[src/design/uart_register_access_host_unit_macros.svh]
// ----------------------------------------------------------------------------
// UART register access host: assertion macros
// Concurrent assertion helpers for the register access host design.
// ----------------------------------------------------------------------------
`ifndef UART_REGISTER_ACCESS_HOST_UNIT_MACROS_SVH
`define UART_REGISTER_ACCESS_HOST_UNIT_MACROS_SVH

// Same-cycle implication, disabled while reset is asserted.
`define UARH_ASSERT_IMPLIES(label, clk, rst_n, lhs, rhs) \
    label: assert property (@(posedge clk) disable iff (!rst_n) (lhs) |-> (rhs)) \
        else $error("%m: implication failed");

// Next-cycle implication, disabled while reset is asserted.
`define UARH_ASSERT_NEXT(label, clk, rst_n, lhs, rhs) \
    label: assert property (@(posedge clk) disable iff (!rst_n) (lhs) |=> (rhs)) \
        else $error("%m: next-cycle implication failed");

`endif

[src/design/uarh_pkg.sv]
// ----------------------------------------------------------------------------
// UART register access host: package
// Types, protocol byte codes and helper functions shared by the design.
// ----------------------------------------------------------------------------
`default_nettype none

package uarh_pkg;

    localparam int DEFAULT_MAX_READ_LEN = 128;

    localparam logic [3:0]  RESET_RETRY_LIMIT   = 4'd3;
    localparam logic [15:0] RESET_TIMEOUT_TICKS = 16'd20;

    localparam logic [1:0] CFG_RETRY_LIMIT   = 2'd0;
    localparam logic [1:0] CFG_TIMEOUT_TICKS = 2'd1;

    localparam logic [7:0] SYNC_BYTE      = 8'hAA;
    localparam logic [7:0] CMD_WRITE      = 8'h00;
    localparam logic [7:0] CMD_READ       = 8'h01;
    localparam logic [7:0] WRITE_LENGTH   = 8'h01;
    localparam logic [7:0] RESP_READ_OK   = 8'hBB;
    localparam logic [7:0] RESP_ERROR     = 8'hEE;
    localparam logic [7:0] WRITE_OK       = 8'h01;
    localparam logic [7:0] NO_STATUS      = 8'h00;
    localparam logic [7:0] ST_READ_FAIL   = 8'h02;
    localparam logic [7:0] ST_WRITE_FAIL  = 8'h03;
    localparam logic [7:0] ST_BAD_LENGTH  = 8'h06;
    localparam logic [7:0] ST_OVERRUN     = 8'h07;
    localparam logic [7:0] ST_BUS_BUSY    = 8'h0A;

    typedef enum logic [1:0] {
        OP_READ  = 2'd0,
        OP_WRITE = 2'd1,
        OP_RX    = 2'd2,
        OP_TICK  = 2'd3
    } opcode_t;

    typedef enum logic [1:0] {
        KIND_CMD    = 2'd0,
        KIND_DATA   = 2'd1,
        KIND_FINISH = 2'd2
    } kind_t;

    typedef enum logic [1:0] {
        PH_IDLE   = 2'd0,
        PH_HEADER = 2'd1,
        PH_SECOND = 2'd2,
        PH_STREAM = 2'd3
    } phase_t;

    typedef struct packed {
        opcode_t    opcode;
        logic [7:0] reg_addr;
        logic [7:0] read_length;
        logic [7:0] write_value;
        logic [7:0] rx_byte;
    } in_item_t;

    typedef struct packed {
        kind_t      kind;
        logic [7:0] byte_value;
        logic [7:0] status_byte;
        logic       timed_out;
        logic [3:0] attempts_used;
        logic       last;
    } out_item_t;

    typedef struct packed {
        logic       cmd;
        logic       is_write;
        logic [7:0] reg_addr;
        logic [7:0] length;
        logic [7:0] value;
        logic       data;
        logic [7:0] data_byte;
        logic       fin;
        logic [7:0] fin_status;
        logic       fin_timeout;
        logic [3:0] fin_attempts;
    } batch_t;

    function automatic logic is_retryable(input logic [7:0] status, input logic wr);
        logic common;
        common = (status == ST_BAD_LENGTH) || (status == ST_OVERRUN) ||
                 (status == ST_BUS_BUSY);
        return common || (wr ? (status == ST_WRITE_FAIL) : (status == ST_READ_FAIL));
    endfunction

endpackage

`default_nettype wire

[src/design/uart_register_access_host_unit.sv]
// ----------------------------------------------------------------------------
// UART register access host: top level
// Builds command bytes for register reads and writes, decodes the responses,
// retries on failure statuses and timeouts, and streams read data.
//
//   Channel   Ports                      Moves
//   input     s_valid s_ready s_data     start, received byte or tick
//   result    m_valid m_ready m_data     command byte, data byte or finish
//   config    cfg_valid cfg_ready ...    retry limit and timeout registers
//
// Each transaction is registered, then decoded combinationally into up to five
// results, which leave one per cycle while the result channel accepts them.
// The next item is decoded in the cycle the last result of the previous one leaves.
// Reset is synchronous and active low; it restores the state and configuration registers and goes idle.
// A stalled result channel holds the result and, once the input register fills,
// back-pressures the input channel.
// ----------------------------------------------------------------------------
`default_nettype none

module uart_register_access_host_unit #(
    parameter int MAX_READ_LEN = uarh_pkg::DEFAULT_MAX_READ_LEN
) (
    input  wire logic                aclk,
    input  wire logic                aresetn,
    input  wire logic                s_valid,
    output logic                     s_ready,
    input  wire uarh_pkg::in_item_t  s_data,
    output logic                     m_valid,
    input  wire logic                m_ready,
    output uarh_pkg::out_item_t      m_data,
    input  wire logic                cfg_valid,
    output logic                     cfg_ready,
    input  wire logic [1:0]          cfg_index,
    input  wire logic [15:0]         cfg_data
);
    import uarh_pkg::*;

    `include "uart_register_access_host_unit_macros.svh"

    logic        in_valid_reg;
    in_item_t    in_item_reg;
    logic [3:0]  retry_limit_reg;
    logic [15:0] timeout_ticks_reg;
    logic        emitter_free;
    logic        consume;
    logic        load;
    batch_t      batch;

    assign consume   = in_valid_reg && emitter_free;
    assign load      = consume && (batch.cmd || batch.data || batch.fin);
    assign s_ready   = !in_valid_reg || consume;
    assign cfg_ready = 1'b1;

    always_ff @(posedge aclk) begin
        if (!aresetn) begin
            in_valid_reg <= 1'b0;
        end else if (s_ready) begin
            in_valid_reg <= s_valid;
        end
    end

    always_ff @(posedge aclk) begin
        if (s_ready && s_valid) begin
            in_item_reg <= s_data;
        end
    end

    always_ff @(posedge aclk) begin
        if (!aresetn) begin
            retry_limit_reg   <= RESET_RETRY_LIMIT;
            timeout_ticks_reg <= RESET_TIMEOUT_TICKS;
        end else if (cfg_valid && cfg_ready) begin
            unique case (cfg_index)
                CFG_RETRY_LIMIT:   retry_limit_reg   <= cfg_data[3:0];
                CFG_TIMEOUT_TICKS: timeout_ticks_reg <= cfg_data;
                default: begin
                end
            endcase
        end
    end

    uarh_core #(
        .MAX_READ_LEN(MAX_READ_LEN)
    ) u_core (
        .aclk          (aclk),
        .aresetn       (aresetn),
        .item          (in_item_reg),
        .item_take     (consume),
        .retry_limit   (retry_limit_reg),
        .timeout_ticks (timeout_ticks_reg),
        .batch         (batch)
    );

    uarh_emitter u_emitter (
        .aclk    (aclk),
        .aresetn (aresetn),
        .batch   (batch),
        .load    (load),
        .free    (emitter_free),
        .m_valid (m_valid),
        .m_ready (m_ready),
        .m_data  (m_data)
    );

    `UARH_ASSERT_IMPLIES(a_finish_is_last, aclk, aresetn, m_valid && m_data.kind == KIND_FINISH, m_data.last)
    `UARH_ASSERT_IMPLIES(a_finish_has_attempt, aclk, aresetn, m_valid && m_data.kind == KIND_FINISH, m_data.attempts_used != 4'd0)
    `UARH_ASSERT_NEXT(a_item_held, aclk, aresetn, in_valid_reg && !emitter_free, in_valid_reg && $stable(in_item_reg))

endmodule

`default_nettype wire

[src/design/uarh_core.sv]
// ----------------------------------------------------------------------------
// UART register access host: protocol core
// Holds the transfer state and turns one item into a batch of results.
// ----------------------------------------------------------------------------
`default_nettype none

module uarh_core #(
    parameter int MAX_READ_LEN = uarh_pkg::DEFAULT_MAX_READ_LEN
) (
    input  wire logic              aclk,
    input  wire logic              aresetn,
    input  wire uarh_pkg::in_item_t item,
    input  wire logic              item_take,
    input  wire logic [3:0]        retry_limit,
    input  wire logic [15:0]       timeout_ticks,
    output uarh_pkg::batch_t       batch
);
    import uarh_pkg::*;

    phase_t      phase_reg, phase_next;
    logic        is_write_reg, is_write_next;
    logic [7:0]  saved_reg_reg, saved_reg_next;
    logic [7:0]  saved_length_reg, saved_length_next;
    logic [7:0]  saved_value_reg, saved_value_next;
    logic [3:0]  attempt_count_reg, attempt_count_next;
    logic [7:0]  rx_count_reg, rx_count_next;
    logic [15:0] tick_count_reg, tick_count_next;
    logic [7:0]  header_byte_reg, header_byte_next;
    logic [7:0]  last_status_reg, last_status_next;

    logic        can_retry;
    logic [7:0]  clamped_length;
    logic [7:0]  rx_count_inc;
    logic [15:0] tick_count_inc;
    logic        send;

    always_ff @(posedge aclk) begin
        if (!aresetn) begin
            phase_reg         <= PH_IDLE;
            is_write_reg      <= 1'b0;
            saved_reg_reg     <= '0;
            saved_length_reg  <= '0;
            saved_value_reg   <= '0;
            attempt_count_reg <= '0;
            rx_count_reg      <= '0;
            tick_count_reg    <= '0;
            header_byte_reg   <= '0;
            last_status_reg   <= '0;
        end else if (item_take) begin
            phase_reg         <= phase_next;
            is_write_reg      <= is_write_next;
            saved_reg_reg     <= saved_reg_next;
            saved_length_reg  <= saved_length_next;
            saved_value_reg   <= saved_value_next;
            attempt_count_reg <= attempt_count_next;
            rx_count_reg      <= rx_count_next;
            tick_count_reg    <= tick_count_next;
            header_byte_reg   <= header_byte_next;
            last_status_reg   <= last_status_next;
        end
    end

    always_comb begin
        phase_next         = phase_reg;
        is_write_next      = is_write_reg;
        saved_reg_next     = saved_reg_reg;
        saved_length_next  = saved_length_reg;
        saved_value_next   = saved_value_reg;
        attempt_count_next = attempt_count_reg;
        rx_count_next      = rx_count_reg;
        tick_count_next    = tick_count_reg;
        header_byte_next   = header_byte_reg;
        last_status_next   = last_status_reg;
        batch              = '0;
        send               = 1'b0;

        can_retry = attempt_count_reg < retry_limit;

        clamped_length = item.read_length;
        if (clamped_length == 8'd0) begin
            clamped_length = 8'd1;
        end
        if (clamped_length > 8'(MAX_READ_LEN)) begin
            clamped_length = 8'(MAX_READ_LEN);
        end

        rx_count_inc   = rx_count_reg + 8'd1;
        tick_count_inc = (tick_count_reg != 16'hFFFF) ? tick_count_reg + 16'd1
                                                      : tick_count_reg;

        unique case (item.opcode) inside
            OP_READ, OP_WRITE: begin
                if (phase_reg == PH_IDLE) begin
                    is_write_next      = (item.opcode == OP_WRITE);
                    saved_reg_next     = item.reg_addr;
                    saved_value_next   = item.write_value;
                    saved_length_next  = clamped_length;
                    attempt_count_next = 4'd1;
                    last_status_next   = NO_STATUS;
                    send               = 1'b1;
                end
            end
            OP_RX: begin
                unique case (phase_reg)
                    PH_HEADER: begin
                        header_byte_next = item.rx_byte;
                        if (is_write_reg || item.rx_byte == RESP_READ_OK ||
                            item.rx_byte == RESP_ERROR) begin
                            phase_next = PH_SECOND;
                        end else begin
                            phase_next        = PH_IDLE;
                            batch.fin         = 1'b1;
                            batch.fin_status  = NO_STATUS;
                        end
                    end
                    PH_SECOND: begin
                        if (!is_write_reg && header_byte_reg == RESP_READ_OK) begin
                            phase_next    = PH_STREAM;
                            rx_count_next = '0;
                        end else begin
                            last_status_next = item.rx_byte;
                            if (!(is_write_reg && item.rx_byte == WRITE_OK) &&
                                is_retryable(item.rx_byte, is_write_reg) && can_retry) begin
                                attempt_count_next = attempt_count_reg + 4'd1;
                                send               = 1'b1;
                            end else begin
                                phase_next       = PH_IDLE;
                                batch.fin        = 1'b1;
                                batch.fin_status = item.rx_byte;
                            end
                        end
                    end
                    PH_STREAM: begin
                        batch.data      = 1'b1;
                        batch.data_byte = item.rx_byte;
                        rx_count_next   = rx_count_inc;
                        if (rx_count_inc >= saved_length_reg) begin
                            last_status_next = RESP_READ_OK;
                            phase_next       = PH_IDLE;
                            batch.fin        = 1'b1;
                            batch.fin_status = RESP_READ_OK;
                        end
                    end
                    default: begin
                    end
                endcase
            end
            OP_TICK: begin
                if (phase_reg != PH_IDLE) begin
                    tick_count_next = tick_count_inc;
                    if (tick_count_inc >= timeout_ticks) begin
                        if (phase_reg == PH_HEADER && can_retry) begin
                            attempt_count_next = attempt_count_reg + 4'd1;
                            send               = 1'b1;
                        end else begin
                            phase_next        = PH_IDLE;
                            batch.fin         = 1'b1;
                            batch.fin_status  = last_status_reg;
                            batch.fin_timeout = 1'b1;
                        end
                    end
                end
            end
            default: begin
            end
        endcase

        if (send) begin
            phase_next       = PH_HEADER;
            rx_count_next    = '0;
            tick_count_next  = '0;
            header_byte_next = '0;
            batch.cmd        = 1'b1;
        end

        batch.is_write     = is_write_next;
        batch.reg_addr     = saved_reg_next;
        batch.length       = saved_length_next;
        batch.value        = saved_value_next;
        batch.fin_attempts = attempt_count_next;
    end

endmodule

`default_nettype wire

[src/design/uarh_emitter.sv]
// ----------------------------------------------------------------------------
// UART register access host: result emitter
// Holds one batch and presents its results one per cycle on the result channel while m_ready is high.
// ----------------------------------------------------------------------------
`default_nettype none

module uarh_emitter (
    input  wire logic             aclk,
    input  wire logic             aresetn,
    input  wire uarh_pkg::batch_t batch,
    input  wire logic             load,
    output logic                  free,
    output logic                  m_valid,
    input  wire logic             m_ready,
    output uarh_pkg::out_item_t   m_data
);
    import uarh_pkg::*;

    logic       busy_reg;
    batch_t     batch_reg;
    logic [2:0] beat_reg;
    logic [2:0] beat_count;
    logic       last_beat;

    always_comb begin
        if (batch_reg.cmd) begin
            beat_count = batch_reg.is_write ? 3'd5 : 3'd4;
        end else begin
            beat_count = {2'b00, batch_reg.data} + {2'b00, batch_reg.fin};
        end
        last_beat = (beat_reg == beat_count - 3'd1);
        m_valid   = busy_reg;
        free      = !busy_reg || (m_ready && last_beat);
    end

    always_ff @(posedge aclk) begin
        if (!aresetn) begin
            busy_reg <= 1'b0;
            beat_reg <= '0;
        end else if (load) begin
            busy_reg <= 1'b1;
            beat_reg <= '0;
        end else if (busy_reg && m_ready) begin
            if (last_beat) begin
                busy_reg <= 1'b0;
            end else begin
                beat_reg <= beat_reg + 3'd1;
            end
        end
    end

    always_ff @(posedge aclk) begin
        if (load) begin
            batch_reg <= batch;
        end
    end

    always_comb begin
        m_data      = '0;
        m_data.last = last_beat;
        if (batch_reg.cmd) begin
            m_data.kind = KIND_CMD;
            case (beat_reg)
                3'd0:    m_data.byte_value = SYNC_BYTE;
                3'd1:    m_data.byte_value = batch_reg.is_write ? CMD_WRITE : CMD_READ;
                3'd2:    m_data.byte_value = batch_reg.reg_addr;
                3'd3:    m_data.byte_value = batch_reg.is_write ? WRITE_LENGTH
                                                                : batch_reg.length;
                default: m_data.byte_value = batch_reg.value;
            endcase
        end else if (batch_reg.data && beat_reg == 3'd0) begin
            m_data.kind       = KIND_DATA;
            m_data.byte_value = batch_reg.data_byte;
        end else begin
            m_data.kind          = KIND_FINISH;
            m_data.status_byte   = batch_reg.fin_status;
            m_data.timed_out     = batch_reg.fin_timeout;
            m_data.attempts_used = batch_reg.fin_attempts;
        end
    end

endmodule

`default_nettype wire
[config.mk]
export PLATFORM = sky130hd
export DESIGN_NAME = uart_register_access_host_unit
export DESIGN_NICKNAME = d
export VERILOG_FILES = /design/src/design/uarh_pkg.sv /design/src/design/uart_register_access_host_unit.sv /design/src/design/uarh_core.sv /design/src/design/uarh_emitter.sv
export VERILOG_INCLUDE_DIRS = /design/src /design/src/design
export SDC_FILE = /design/constraint.sdc
export NUM_CORES = 1
export LEC_CHECK = 0
export BUFFER_PORTS_ARGS = -buffer_cell sky130_fd_sc_hd__buf_2
export CORE_MARGIN = 2
export CORE_UTILIZATION = 60
export DETAILED_ROUTE_END_ITERATION = 8
export MAX_ROUTING_LAYER = met4
export PLACE_DENSITY = 0.83
export SYNTH_ARGS = -nofsm -noshare
export SYNTH_HDL_FRONTEND = slang
export SYNTH_HIERARCHICAL = 1
export SYNTH_SLANG_ARGS = --single-unit
export TNS_END_PERCENT = 30
[constraint.sdc]
create_clock -name aclk -period 8.5 [get_ports aclk]
set_input_delay 1.275 -clock aclk [delete_from_list [all_inputs] [get_ports aclk]]
set_output_delay 1.275 -clock aclk [all_outputs]
set_load 0.05 [all_outputs]
Word level (Yosys, flattened, before mapping):

Index checks and enable logic that the tools add are counted.

* input port bits: 57
* bits in writable memories: 0
* word-level logic and storage cells: 205
* output and inout port bits: 27
* memory bits (read-only): 0
* flip-flop bits (word level): 179
* bits in latches: 0
* memories kept: 0

* $mul: 0
* divide/modulo/power cells: 0
* bitwise logic cells: 2
* magnitude comparators: 4
* shift-type cells: 0
* reductions and logical operators: 52
* $add $sub $neg: 6
* muxes and demuxes: 78
* equal/unequal tests: 32

Operators with widths (count)
* $mux 8: 19
* $mux 16: 4
* $mux 9: 6
* $pmux 8 s2: 3
* $mux 10: 4
* $pmux 8 s4: 1
* $mux 4: 7
* $pmux 9 s3: 1
* $mux 13: 2
* $eq 8x8->1 const B: 3
* $mux 2: 9
* $pmux 9 s2: 1
* $add 16x1->16 const B: 1
* $eq 8x2->1 const B: 2
* $eq 8x3->1 const B: 2
* $ge 16x16->1: 1
* $mux 1: 16
* $ne 16x16->1 const B: 1
* $reduce_bool 2->1: 8
* $pmux 4 s3: 1
* $logic_and 1x1->1: 11
* $ne 5x4->1 const B: 2
* $reduce_and 2->1: 5
* $logic_or 1x1->1: 9
* 35 further kinds: 55

Logic depth before layout (Yosys ltp):

Gate-level depths: netlist (run 1).

* word-level depth: 16
* gate-level depth with buffers: 20
* gate-level depth less buffers: 18

Hierarchy:

Netlist (run 1), hierarchy kept.

Modules (own cells, without submodules)
* uarh_core: seq. area each 1421.4 um^2, cells each 674, instances 1, area an instance 4822.1 um^2
* uarh_emitter: seq. area each 1551.5 um^2, cells each 154, instances 1, area an instance 2248.4 um^2
* uart_register_access_host_unit: seq. area each 1441.4 um^2, cells each 130, instances 1, area an instance 1909.3 um^2

Least setup slack after synthesis (run 1):

Ideal clock, no wire load.

* kind: register to register
* from: register u_core.tick_count_reg[2]
* to: register u_emitter.beat_reg[0]
* clock period less this slack: 5874 ps
* cell stages (with the launch flop): 20
* arrival time: 5747 ps
* library setup time: 127 ps
* slack: 2626 ps
* path through: dfxtp_1 clkbuf_1 nand4_1 nor3_1 nor4b_1 nand3_1 mux2_2 ha_1 nand4_1 or3_1 or4_4 a311o_1 nand2_1 nor2_1 inv_1 buf_4 o31a_1 inv_1 nand2_1 a211oi_1

RTL lines
* start, declared: RTL line uarh_core.sv:27 `logic [15:0] tick_count_reg, tick_count_next;`
* start signal, assigned: RTL line uarh_core.sv:57 `tick_count_reg <= tick_count_next;`
* end signal, assigned: RTL line uarh_emitter.sv:47 `beat_reg <= beat_reg + 3'd1;`
* end, declared: RTL line uarh_emitter.sv:21 `logic [2:0] beat_reg;`

==> flow_metrics.env, run 1 <==
export IMPL_outcome="finished clean"
export IMPL_grt_max_degree=66
export IMPL_reg2reg_from="u_core/tick_count_reg[2]$_SDFFE_PN0P_"
export IMPL_rsz0062_at_grt="no"
export IMPL_hp_class="reg2reg"
export IMPL_drive_above_1_share_pct=13.55
export IMPL_multi_input_area_um2=4156
export IMPL_num_io_pins=84
export IMPL_ant_nets=0
export IMPL_clkTransAtPathRegs_ns=0.07
export IMPL_slowest_delay_ns=0.55
export IMPL_syn_area_per_cell_um2=9.374
export IMPL_regArea_um2=4414
export IMPL_h_tree_depth=4
export IMPL_critPathLaunchType="flop"
export IMPL_yosysTopAreaCell="edfxtp_1"
export IMPL_numClockSinks=179
export IMPL_first_global_vias=6760
export IMPL_hold_buffers=0
export IMPL_initial_utilization_pct=61.55
export IMPL_wl_per_cell_um=16.54
export IMPL_yosys_cell_types_count=74
export IMPL_finalSetupTns_ns=0
export IMPL_fin_crit_sh_pct=66.36
export IMPL_cts_root_buf="clkbuf_16"
export IMPL_drtPass1Iterations=5
export IMPL_fillCellCount=1080
export IMPL_hold_viol_final=0
export IMPL_post_cts_buffers=0
export IMPL_syn_cell_area_um2=8980
export IMPL_maxSlewHeadroom_pct=23.09
export IMPL_gr_usage_all_layers_pct=26.48
export IMPL_fin_crit_ns=5.641
export IMPL_crit_cells=18
export IMPL_critical_path_buf_inv_count=3
export IMPL_n_antenna_cell=0
export IMPL_via_per_inst=5.931
export IMPL_crit_required_ns=8.81
export IMPL_finalCoreUtilization_pct=68.90
export IMPL_die_area_um2=15960
export IMPL_synthArstFlopShare_pct=0
export IMPL_clockBufferDepth=2
export IMPL_switching_share_pct=24.52
export IMPL_synth_area_leaders="edfxtp_1 28%, dfxtp_1 21%, nand2_1 6.9%"
export IMPL_synth_edf_count=83
export IMPL_r2r_cells=18
export IMPL_nNetsFinal=1107
export IMPL_p_switching_uw=476.6
export IMPL_crit_type="reg2reg"
export IMPL_vdd_drop_max_v=0.0001594
export IMPL_ys_seq_area_share_pct=49.16
export IMPL_cp_arrival_ns=5.95
export IMPL_drt_initial_drc_count=819
export IMPL_fin_skew_ns=0.007610
export IMPL_crit_slowest_cell="or4_4"
export IMPL_routabilityCongestion=0.8921
export IMPL_final_cell_mix="164 x nand2_1, 96 x dfxtp_1, 86 x nor2_1"
export IMPL_syn_inst=958
export IMPL_tritoncts="done"
export IMPL_crit_path_end_kind="flop"
export IMPL_pwr_share_clk_pct=41.8
export IMPL_crit_family="simple AND/OR/NAND/NOR gates"
export IMPL_setup_viol=0
export IMPL_dr_total_vias=7176
export IMPL_fmax_mhz=177.3
export IMPL_dpl_hpwl_um=13740
export IMPL_p_leak_uw=0.003952
export IMPL_syn_nets=1052
export IMPL_worstMarginPinSlew_ns=1.145
export IMPL_maxCapViolations=0
export IMPL_coreArea_um2=14590
export IMPL_wl_um=20020
export IMPL_cp_max_fo=50
export IMPL_hold_start="timeout_ticks_reg[14]$_SDFFE_PN0P_"
export IMPL_largest_reg_flops=49
export IMPL_grt_overflow=0
export IMPL_combPwrFrac_pct=8.7
export IMPL_chipWidth_um=126.3
export IMPL_grt_first_pass_wirelength_um=32920
export IMPL_synth_top_area_share_pct=27.76
export IMPL_ys_warnings_count=6
export IMPL_pwr_share_seq_pct=49.5
export IMPL_antenna_found_initial=0
export IMPL_portBuffers=82
export IMPL_area_growth_pct=11.94
export IMPL_drc_errors=0
export IMPL_ys_flop_type="dfxtp_1"
export IMPL_cts_buffers=17
export IMPL_crit_path_start="u_core/tick_count_reg[2]$_SDFFE_PN0P_"
export IMPL_die_h_um=126.3
export IMPL_powerDensity_nw_per_um2=193.3
export IMPL_clk_latency_ns=0.44
export IMPL_hold_path_depth=2
export IMPL_worstPathCellList="nand4_1 -> nor3_1 -> nor4b_1 -> nand3_1 -> mux2_2 -> ha_1 -> nand4_1 -> or3_1 -> or4_4 -> a311o_1 -> nand2_1 -> nor2_1 -> inv_1 -> o31a_2 -> buf_4 -> inv_1 -> nand2_1 -> a211oi_1"
export IMPL_reg2reg_slack_ns=2.86
export IMPL_drv_slew=0
export IMPL_layout_commonest_cell="nand2_1"
export IMPL_ys_seq_elements=179
export IMPL_cell_internal_pwr_uw=1467
export IMPL_num_rows=44
export IMPL_ctsResizeCount=0
path summary, 6_finish.rpt:
| check | endpoint |
|---|---|
| hold reg to reg | timeout_ticks_reg[14]$_SDFFE_PN0P_ |
| hold / removal | timeout_ticks_reg[14]$_SDFFE_PN0P_ |
| setup reg to reg | u_emitter/beat_reg[0]$_SDFFE_PP0P_ |
| setup / recovery | u_emitter/beat_reg[0]$_SDFFE_PP0P_ |
per-layer routing:
layer,share of wire (%),wire [µm],up-vias,track usage (%)
li1,-,-,3515,-
met1,46,9228,3338,36.18
met2,46,9172,286,39.63
met3,6.5,1304,37,6.284
met4,1.6,312,0,8.016
met5,0,0,-,-
cell type report:
type | instances | area share (%)
clock buffers | 21 | 4.792
clock inverters | 11 | 1.369
inverters | 49 | 1.830
multi-input cells | 679 | 41.35
flip-flops and latches | 179 | 43.91
well taps | 184 | 2.290
repair buffers | 87 | 4.456
worst reg2reg max path: stages (launching register included):
cell	delay, ns
dfxtp_1	0.47
nand4_1	0.31
nor3_1	0.37
nor4b_1	0.44
nand3_1	0.14
mux2_2	0.30
ha_1	0.32
nand4_1	0.17
or3_1	0.43
or4_4	0.55
a311o_1	0.42
nand2_1	0.24
nor2_1	0.14
inv_1	0.16
o31a_2	0.16
buf_4	0.51
inv_1	0.16
nand2_1	0.16
a211oi_1	0.07
metrics by stage:
stage,worst slack [ns],std cells,power [µW],area [µm²],hold WS (ns)
finish,2.859,1210,1943,10050,0.4606
global route,2.407,1210,2014,10050,0.4782
CTS,2.892,1210,1949,10050,0.4634
detailed placement,3.016,1178,1147,9433,0.4522
global placement,3.205,1178,1142,9433,0.4398
floorplan,2.626,958,1095,8980,0.4295
Yosys cell counts, drive strengths merged (11+ instances only):
| library cell | n |
|---|---|
| o21ai | 42 |
| and2 | 24 |
| a21oi | 38 |
| buf | 13 |
| nand3 | 23 |
| edfxtp | 83 |
| nor2 | 86 |
| a31oi | 11 |
| ha | 37 |
| inv | 48 |
| dfxtp | 96 |
| mux2i | 32 |
| clkbuf | 38 |
| nor3 | 39 |
| nand2 | 164 |
| xnor2 | 14 |
cell families (layout without fill, tap and decap cells):
| group | count (synthesis) | after routing | synth area share [%] |
|---|---|---|---|
| adders and majority gates | 37 | 37 | 5.155 |
| buffers and inverters | 100 | 168 | 4.695 |
| and+or+nand+nor | 409 | 409 | 21.49 |
| muxes | 35 | 35 | 4.069 |
| DFF | 179 | 179 | 49.16 |
| AOI/OAI and AO/OA | 176 | 176 | 13.26 |
| other | 1 | 1 | 0.04176 |
| xor gates and xnor gates | 21 | 21 | 2.132 |
power groups by stage:
stage	Sequential, µW	Combinational (µW)	Clock [µW]
6_report	962	169	812
5_1_grt	966	188	860
4_1_cts	962	168	819
3_5_place_dp	980	167	0
3_3_place_gp	980	162	0
2_1_floorplan	971	124	0
Power figures use the tool's default switching activity.
==> run 2: changes to the inputs <==
Settings changed: CORE_UTILIZATION 60 to 54, PLACE_DENSITY 0.83 to 0.79.
Clock period 8.5 ns to 4.7 ns, I/O delays scaled along.
==> run 2 against run 1 <==
  * Register-to-register slack got worse by 2.7 ns
  * Critical path type unchanged
  * Sequential power rose by 81%
  * Largest power group unchanged
  * Non-clock buffer count rose by 15
  * Setup slack got worse by 2.7 ns
  * Design area rose by 2.6%
  * Total power rose by 82%
  * Global-route usage fell by 1.5 points
  * Routed wire length rose by 7.6%
==> flow_metrics.env, run 2 (same netlist as run 1, synthesis figures left out) <==
export IMPL_switching_share_pct=25.84
export IMPL_powerDensity_nw_per_um2=343.6
export IMPL_pwr_share_seq_pct=49.1
export IMPL_vdd_drop_max_v=0.0002609
export IMPL_hold_start="s_data[13]"
export IMPL_crit_required_ns=4.85
export IMPL_hold_path_depth=1
export IMPL_reg2reg_slack_ns=0.18
export IMPL_cpMostUsedCell="nand4_1"
export IMPL_first_global_vias=6940
export IMPL_cell_internal_pwr_uw=2627
export IMPL_p_switching_uw=915.5
export IMPL_coreArea_um2=16410
export IMPL_slowest_delay_ns=0.56
export IMPL_drtPass1Iterations=5
export IMPL_wl_per_cell_um=17.08
export IMPL_drt_initial_drc_count=732
export IMPL_die_area_um2=17680
export IMPL_dpl_hpwl_um=14270
export IMPL_area_growth_pct=14.82
export IMPL_hp_class="in2reg"
export IMPL_final_cells=1261
export IMPL_p_leak_uw=0.004076
export IMPL_drc_errors=0
export IMPL_initial_utilization_pct=54.73
export IMPL_tritoncts="done"
export IMPL_grt_first_pass_wirelength_um=34160
export IMPL_fin_skew_ns=0.01312
export IMPL_crit_family="simple AND/OR/NAND/NOR gates"
export IMPL_via_per_inst=5.831
export IMPL_outcome="finished clean"
export IMPL_fillCellCount=1343
export IMPL_reg2reg_to="u_emitter/batch_reg[15]$_DFFE_PP_"
export IMPL_fmax_mhz=221.3
export IMPL_fin_crit_ns=4.520
export IMPL_critPathLaunchType="flop"
export IMPL_drv_slew=0
export IMPL_setup_viol=0
export IMPL_crit_slowest_cell="or4_4"
export IMPL_h_tree_depth=4
export IMPL_r2r_cells=15
export IMPL_drive_above_1_share_pct=15.75
export IMPL_clkTransAtPathRegs_ns=0.08
export IMPL_regArea_um2=4417
export IMPL_grt_overflow=0
export IMPL_num_rows=47
export IMPL_nNetsFinal=1122
export IMPL_grt_max_degree=65
export IMPL_cp_arrival_ns=4.67
export IMPL_finalSetupTns_ns=0
export IMPL_crit_path_end_kind="flop"
export IMPL_final_cell_mix="163 x nand2_1, 94 x dfxtp_1, 86 x nor2_1"
export IMPL_largest_reg_flops=49
export IMPL_gr_usage_all_layers_pct=24.98
export IMPL_wl_um=21540
export IMPL_chipWidth_um=133.0
export IMPL_pwr_share_clk_pct=41.9
export IMPL_portBuffers=82
export IMPL_cts_root_buf="clkbuf_16"
export IMPL_maxCapViolations=0
export IMPL_numClockSinks=179
export IMPL_met3_length_um=1134
export IMPL_clockBufferDepth=2
export IMPL_ant_nets=0
export IMPL_multi_input_area_um2=4220
export IMPL_n_antenna_cell=0
export IMPL_met1_length_um=8819
export IMPL_reg2reg_from="u_core/tick_count_reg[2]$_SDFFE_PN0P_"
export IMPL_antenna_found_initial=0
export IMPL_num_io_pins=84
export IMPL_worstPathCellList="nand4_1 -> nor3_2 -> nor4b_4 -> nand3_1 -> mux2_2 -> ha_1 -> nand4_1 -> or3_1 -> or4_4 -> a311o_1 -> nand2_1 -> nor2_1 -> inv_1 -> o31a_4 -> clkbuf_16"
export IMPL_crit_type="reg2reg"
export IMPL_min_to="in_item_reg[13]$_DFFE_PP_"
export IMPL_cts_buffers=17
export IMPL_cp_max_fo=18
export IMPL_worstMarginPinSlew_ns=1.072
export IMPL_highest_layer="met4"
export IMPL_die_h_um=133.0
export IMPL_maxSlewHeadroom_pct=27.98
export IMPL_combPwrFrac_pct=9.0
export IMPL_dr_total_vias=7353
export IMPL_placed_cells=1227
export IMPL_dr_wl_met2_um=11040
export IMPL_layout_commonest_cell="nand2_1"
export IMPL_fin_crit_sh_pct=96.17
export IMPL_critical_path_buf_inv_count=2
export IMPL_hold_viol_final=0
export IMPL_clk_latency_ns=0.44
export IMPL_routabilityCongestion=0.9475
-- run 2: changes by cell type in the layout (fill, tap and decap cells not counted), moves of 2 or more --
cell      before  now
buf_4          5   18
clkinv_8       0    2
dfxtp_1       96   94
dfxtp_2        0    2
nand3_1       23   21
nand3_2        0    2
nor4_1         4    2
-- run 2: stage by stage --
step / instance area (µm²) / util, % / hold WS (ns) / worst slack [ns] / total power, µW
floorplan: 9016 / - / 0.4295 / 0.009684 / 1980
global placement: 9615 / 58.61 / 0.4377 / 0.2740 / 2075
detailed placement: 9615 / 58.61 / 0.4414 / 0.2170 / 2083
CTS: 10240 / 62.41 / 0.4176 / 0.1346 / 3559
global route: 10310 / 62.85 / 0.4237 / -0.03802 / 3656
finish: 10310 / 62.85 / 0.4392 / 0.1802 / 3543
-- run 2: area by class of cell --
type | instances | area share, %
sequential | 179 | 42.83
clock buffer | 18 | 4.259
tap | 220 | 2.670
inverter | 49 | 1.784
clock inverter | 14 | 1.796
timing repair buffer | 102 | 5.727
multi-input combinational | 679 | 40.93
-- run 2: worst max-delay path by stage --
stage	from	endpoint	cells past startpoint
after floorplan	u_core/tick_count_reg[2]$_SDFFE_PN0P_	u_emitter/beat_reg[0]$_SDFFE_PP0P_	19
after CTS	u_core/tick_count_reg[2]$_SDFFE_PN0P_	u_emitter/batch_reg[46]$_DFFE_PP_	15
after detailed placement	u_core/tick_count_reg[0]$_SDFFE_PN0P_	u_emitter/batch_reg[28]$_DFFE_PP_	16
after global placement	u_core/tick_count_reg[0]$_SDFFE_PN0P_	u_emitter/batch_reg[21]$_DFFE_PP_	16
final	u_core/tick_count_reg[2]$_SDFFE_PN0P_	u_emitter/batch_reg[15]$_DFFE_PP_	15
after global routing	u_core/tick_count_reg[2]$_SDFFE_PN0P_	u_emitter/batch_reg[47]$_DFFE_PP_	15
-- run 2: per-layer routing --
metal | global-route usage [%] | vias up
met1 | 29.14 | 3522
met2 | 42.52 | 256
met3 | 4.215 | 40
met5 | - | -
li1 | - | 3535
met4 | 10.93 | 0
-- run 2: repair_timing --
item / in CTS / in global routing
resized for setup: 0 / 9
buffers inserted: 0 / 1
hold buffers: 0 / 0
endpoints found under the setup margin: 0 / 62
-- run 2: power groups by stage --
stage	Sequential (µW)	Combinational (µW)	Clock, µW
2_1_floorplan	1760	224	0
3_3_place_gp	1770	305	0
3_5_place_dp	1770	311	0
4_1_cts	1740	315	1510
5_1_grt	1740	351	1560
6_report	1740	319	1480
==> run 3: changes to the inputs <==
Settings changed: CORE_UTILIZATION 54 to 33, CTS_BUF_LIST set to sky130_fd_sc_hd__clkbuf_8, PLACE_DENSITY 0.79 to 0.53, SYNTH_HIERARCHICAL 1 to unset.
==> run 3 against run 2 <==
  * Sequential share of layout area increased by 1.5 points
  * Clock skew increased by 0.0070 ns
  * Design area decreased by 3.5%
  * Register-to-register slack improved by 0.18 ns
  * Via count decreased by 6.7%
  * Worst hold slack got worse by 0.051 ns
  * Synthesized cell count decreased by 2.9%
  * Clock-buffer cell count decreased by 1
  * Maximum frequency increased by 4.2%
  * Total power decreased by 13%
  * Die area increased by 59%
  * Critical path type unchanged
==> flow_metrics.env, run 3 <==
export IMPL_r2r_cells=15
export IMPL_vdd_drop_max_v=0.0001594
export IMPL_finalSetupTns_ns=0
export IMPL_critPathLaunchType="flop"
export IMPL_portBuffers=82
export IMPL_drt_initial_drc_count=472
export IMPL_ys_seq_elements=179
export IMPL_num_io_pins=84
export IMPL_dr_total_vias=6862
export IMPL_crit_slowest_cell="nor3b_1"
export IMPL_die_area_um2=28140
export IMPL_dr_wl_met2_um=9790
export IMPL_fin_skew_ns=0.02016
export IMPL_synthArstFlopShare_pct=0
export IMPL_h_tree_depth=4
export IMPL_routabilityCongestion=0.8088
export IMPL_slowest_delay_ns=0.48
export IMPL_outcome="finished clean"
export IMPL_powerDensity_nw_per_um2=309.6
export IMPL_combPwrFrac_pct=10.3
export IMPL_drive_above_1_share_pct=14.74
export IMPL_power_total_uw=3080
export IMPL_yosysTopAreaCell="edfxtp_1"
export IMPL_synth_most_common_cell="nand2_1"
export IMPL_crit_type="reg2reg"
export IMPL_grt_max_degree=48
export IMPL_ys_warnings_count=0
export IMPL_cts_root_buf="clkbuf_8"
export IMPL_fin_crit_sh_pct=92.33
export IMPL_synth_edf_count=83
export IMPL_gr_usage_all_layers_pct=16.33
export IMPL_yosys_cell_types_count=75
export IMPL_reg2reg_from="u_core.tick_count_reg[0]$_SDFFE_PN0P_"
export IMPL_reg2reg_to="u_core.attempt_count_reg[0]$_SDFFE_PN0P_"
export IMPL_placed_area_um2=9573
export IMPL_crit_required_ns=5.08
export IMPL_syn_area_per_cell_um2=9.515
export IMPL_crit_family="compound AO/OA/AOI/OAI gates"
export IMPL_design_area_um2=9948
export IMPL_pwr_share_clk_pct=33.5
export IMPL_area_growth_pct=12.43
export IMPL_ys_seq_area_share_pct=49.89
export IMPL_dpl_hpwl_um=15770
export IMPL_numClockSinks=179
export IMPL_syn_inst=930
export IMPL_chipWidth_um=167.8
export IMPL_final_cell_mix="175 x nand2_1, 96 x dfxtp_1, 83 x edfxtp_1"
export IMPL_ctsResizeCount=0
export IMPL_ys_top_cells_by_count="175 x nand2_1, 96 x dfxtp_1, 83 x edfxtp_1"
export IMPL_switching_share_pct=29.17
export IMPL_highest_layer="met4"
export IMPL_hold_viol_final=0
export IMPL_final_cells=1339
export IMPL_grt_overflow=0
export IMPL_clockBufferDepth=2
export IMPL_drv_slew=0
export IMPL_p_leak_uw=0.003845
export IMPL_die_h_um=167.8
export IMPL_nNetsFinal=1085
export IMPL_fin_crit_ns=4.339
export IMPL_grt_first_pass_wirelength_um=35360
export IMPL_wl_um=22290
export IMPL_hold_path_depth=1
export IMPL_initial_utilization_pct=33.76
export IMPL_worstPathCellList="ha_1 -> nand3_1 -> nor4_2 -> nor3b_1 -> nand3_1 -> xnor2_1 -> ha_1 -> a21o_1 -> a221o_1 -> a21oi_1 -> o21a_1 -> o21a_1 -> buf_4 -> a21oi_1 -> o21a_1"
export IMPL_maxCapViolations=0
export IMPL_drtPass1Iterations=5
export IMPL_hold_start="s_data[26]"
export IMPL_rsz0062_at_grt="no"
export IMPL_clk_latency_ns=0.48
export IMPL_synth_area_leaders="edfxtp_1 28%, dfxtp_1 22%, nand2_1 7.4%"
export IMPL_pwr_share_seq_pct=56.2
export IMPL_setup_viol=0
export IMPL_hold_ws_ns=0.3886
export IMPL_cell_internal_pwr_uw=2181
export IMPL_ant_nets=0
export IMPL_num_rows=59
export IMPL_critical_path_buf_inv_count=1
export IMPL_reg2reg_slack_ns=0.36
export IMPL_syn_cell_area_um2=8848
export IMPL_tritoncts="done"
export IMPL_drc_errors=0
export IMPL_p_switching_uw=898.5
export IMPL_crit_path_end_kind="flop"
export IMPL_antenna_found_initial=0
export IMPL_cts_buffers=17
export IMPL_cp_max_fo=20
export IMPL_hp_class="in2reg"
export IMPL_fillCellCount=2616
export IMPL_fmax_mhz=230.4
export IMPL_met3_length_um=937
export IMPL_regArea_um2=4414
export IMPL_met1_length_um=11210
export IMPL_first_global_vias=6383
export IMPL_syn_nets=1024
export IMPL_maxSlewHeadroom_pct=39.76
export IMPL_coreArea_um2=26210
export IMPL_largest_reg_flops=49
export IMPL_layout_commonest_cell="nand2_1"
export IMPL_post_cts_buffers=0
export IMPL_min_to="in_item_reg[26]$_DFFE_PP_"
export IMPL_synth_top_area_share_pct=28.17
export IMPL_clkTransAtPathRegs_ns=0.11
export IMPL_multi_input_area_um2=4080
export IMPL_via_per_inst=5.125
export IMPL_cpMostUsedCell="o21a_1"
export IMPL_n_antenna_cell=0
export IMPL_hold_buffers=0
export IMPL_ys_flop_type="dfxtp_1"
export IMPL_worstMarginPinSlew_ns=0.9017
export IMPL_placed_cells=1307
export IMPL_cp_arrival_ns=4.72
export IMPL_wl_per_cell_um=16.65
[run 3: logic make-up after synthesis]
logic type / count (synthesis) / synth area share [%]
other: 1 / 0.04238
xor gates and xnor gates: 19 / 1.881
adders and majority gates: 37 / 5.232
DFF: 179 / 49.89
buffers and inverters: 91 / 4.383
AOI/OAI and AO/OA: 210 / 16.08
muxes: 15 / 1.838
and+or+nand+nor: 378 / 20.66
[run 3: cell type report]
| cell class | instances | area share, % |
|---|---|---|
| Sequential cell | 179 | 44.37 |
| Multi-Input combinational cell | 660 | 41.01 |
| Timing Repair Buffer | 94 | 5.157 |
| Tap cell | 335 | 4.213 |
| Clock buffer | 17 | 2.352 |
| Inverter | 39 | 1.472 |
| Clock inverter | 15 | 1.421 |
[run 3: routing by layer]
metal | up-vias | track usage (%)
met5 | - | -
met2 | 172 | 23.95
met1 | 3214 | 23.17
li1 | 3452 | -
met3 | 24 | 3.073
met4 | 0 | 4.197
[run 3: worst register-to-register path: stages, from the launching register on]
cell	delay [ns]
dfxtp_1	0.39
ha_1	0.26
nand3_1	0.18
nor4_2	0.09
nor3b_1	0.48
nand3_1	0.24
xnor2_1	0.26
ha_1	0.29
a21o_1	0.18
a221o_1	0.32
a21oi_1	0.15
o21a_1	0.27
o21a_1	0.41
buf_4	0.34
a21oi_1	0.16
o21a_1	0.22
[run 3: worst max-delay path by stage]
stage	startpoint	endpoint	cells after the start
3_3_place_gp	u_core.tick_count_reg[0]$_SDFFE_PN0P_	u_emitter.batch_reg[27]$_DFFE_PP_	15
2_1_floorplan	u_core.tick_count_reg[0]$_SDFFE_PN0P_	u_emitter.batch_reg[0]$_DFFE_PP_	15
5_1_grt	u_core.tick_count_reg[0]$_SDFFE_PN0P_	u_emitter.beat_reg[2]$_SDFFE_PP0P_	16
6_report	u_core.tick_count_reg[0]$_SDFFE_PN0P_	u_core.attempt_count_reg[0]$_SDFFE_PN0P_	15
3_5_place_dp	u_core.tick_count_reg[0]$_SDFFE_PN0P_	u_core.attempt_count_reg[0]$_SDFFE_PN0P_	15
4_1_cts	u_core.tick_count_reg[0]$_SDFFE_PN0P_	u_core.attempt_count_reg[0]$_SDFFE_PN0P_	15
[run 3: power by group through the flow]
stage | logic (µW) | registers, µW | clock network, µW
4_1_cts | 322 | 1730 | 1050
2_1_floorplan | 222 | 1750 | 0
3_3_place_gp | 316 | 1770 | 0
3_5_place_dp | 321 | 1770 | 0
6_report | 318 | 1730 | 1030
5_1_grt | 353 | 1740 | 1130
[run 3: metrics by stage]
stage	worst slack (ns)	util, %
6_report	0.3605	37.96
5_1_grt	0.05167	37.96
4_1_cts	0.3997	37.96
3_5_place_dp	0.4454	36.53
3_3_place_gp	0.5636	36.53
2_1_floorplan	0.2737	-
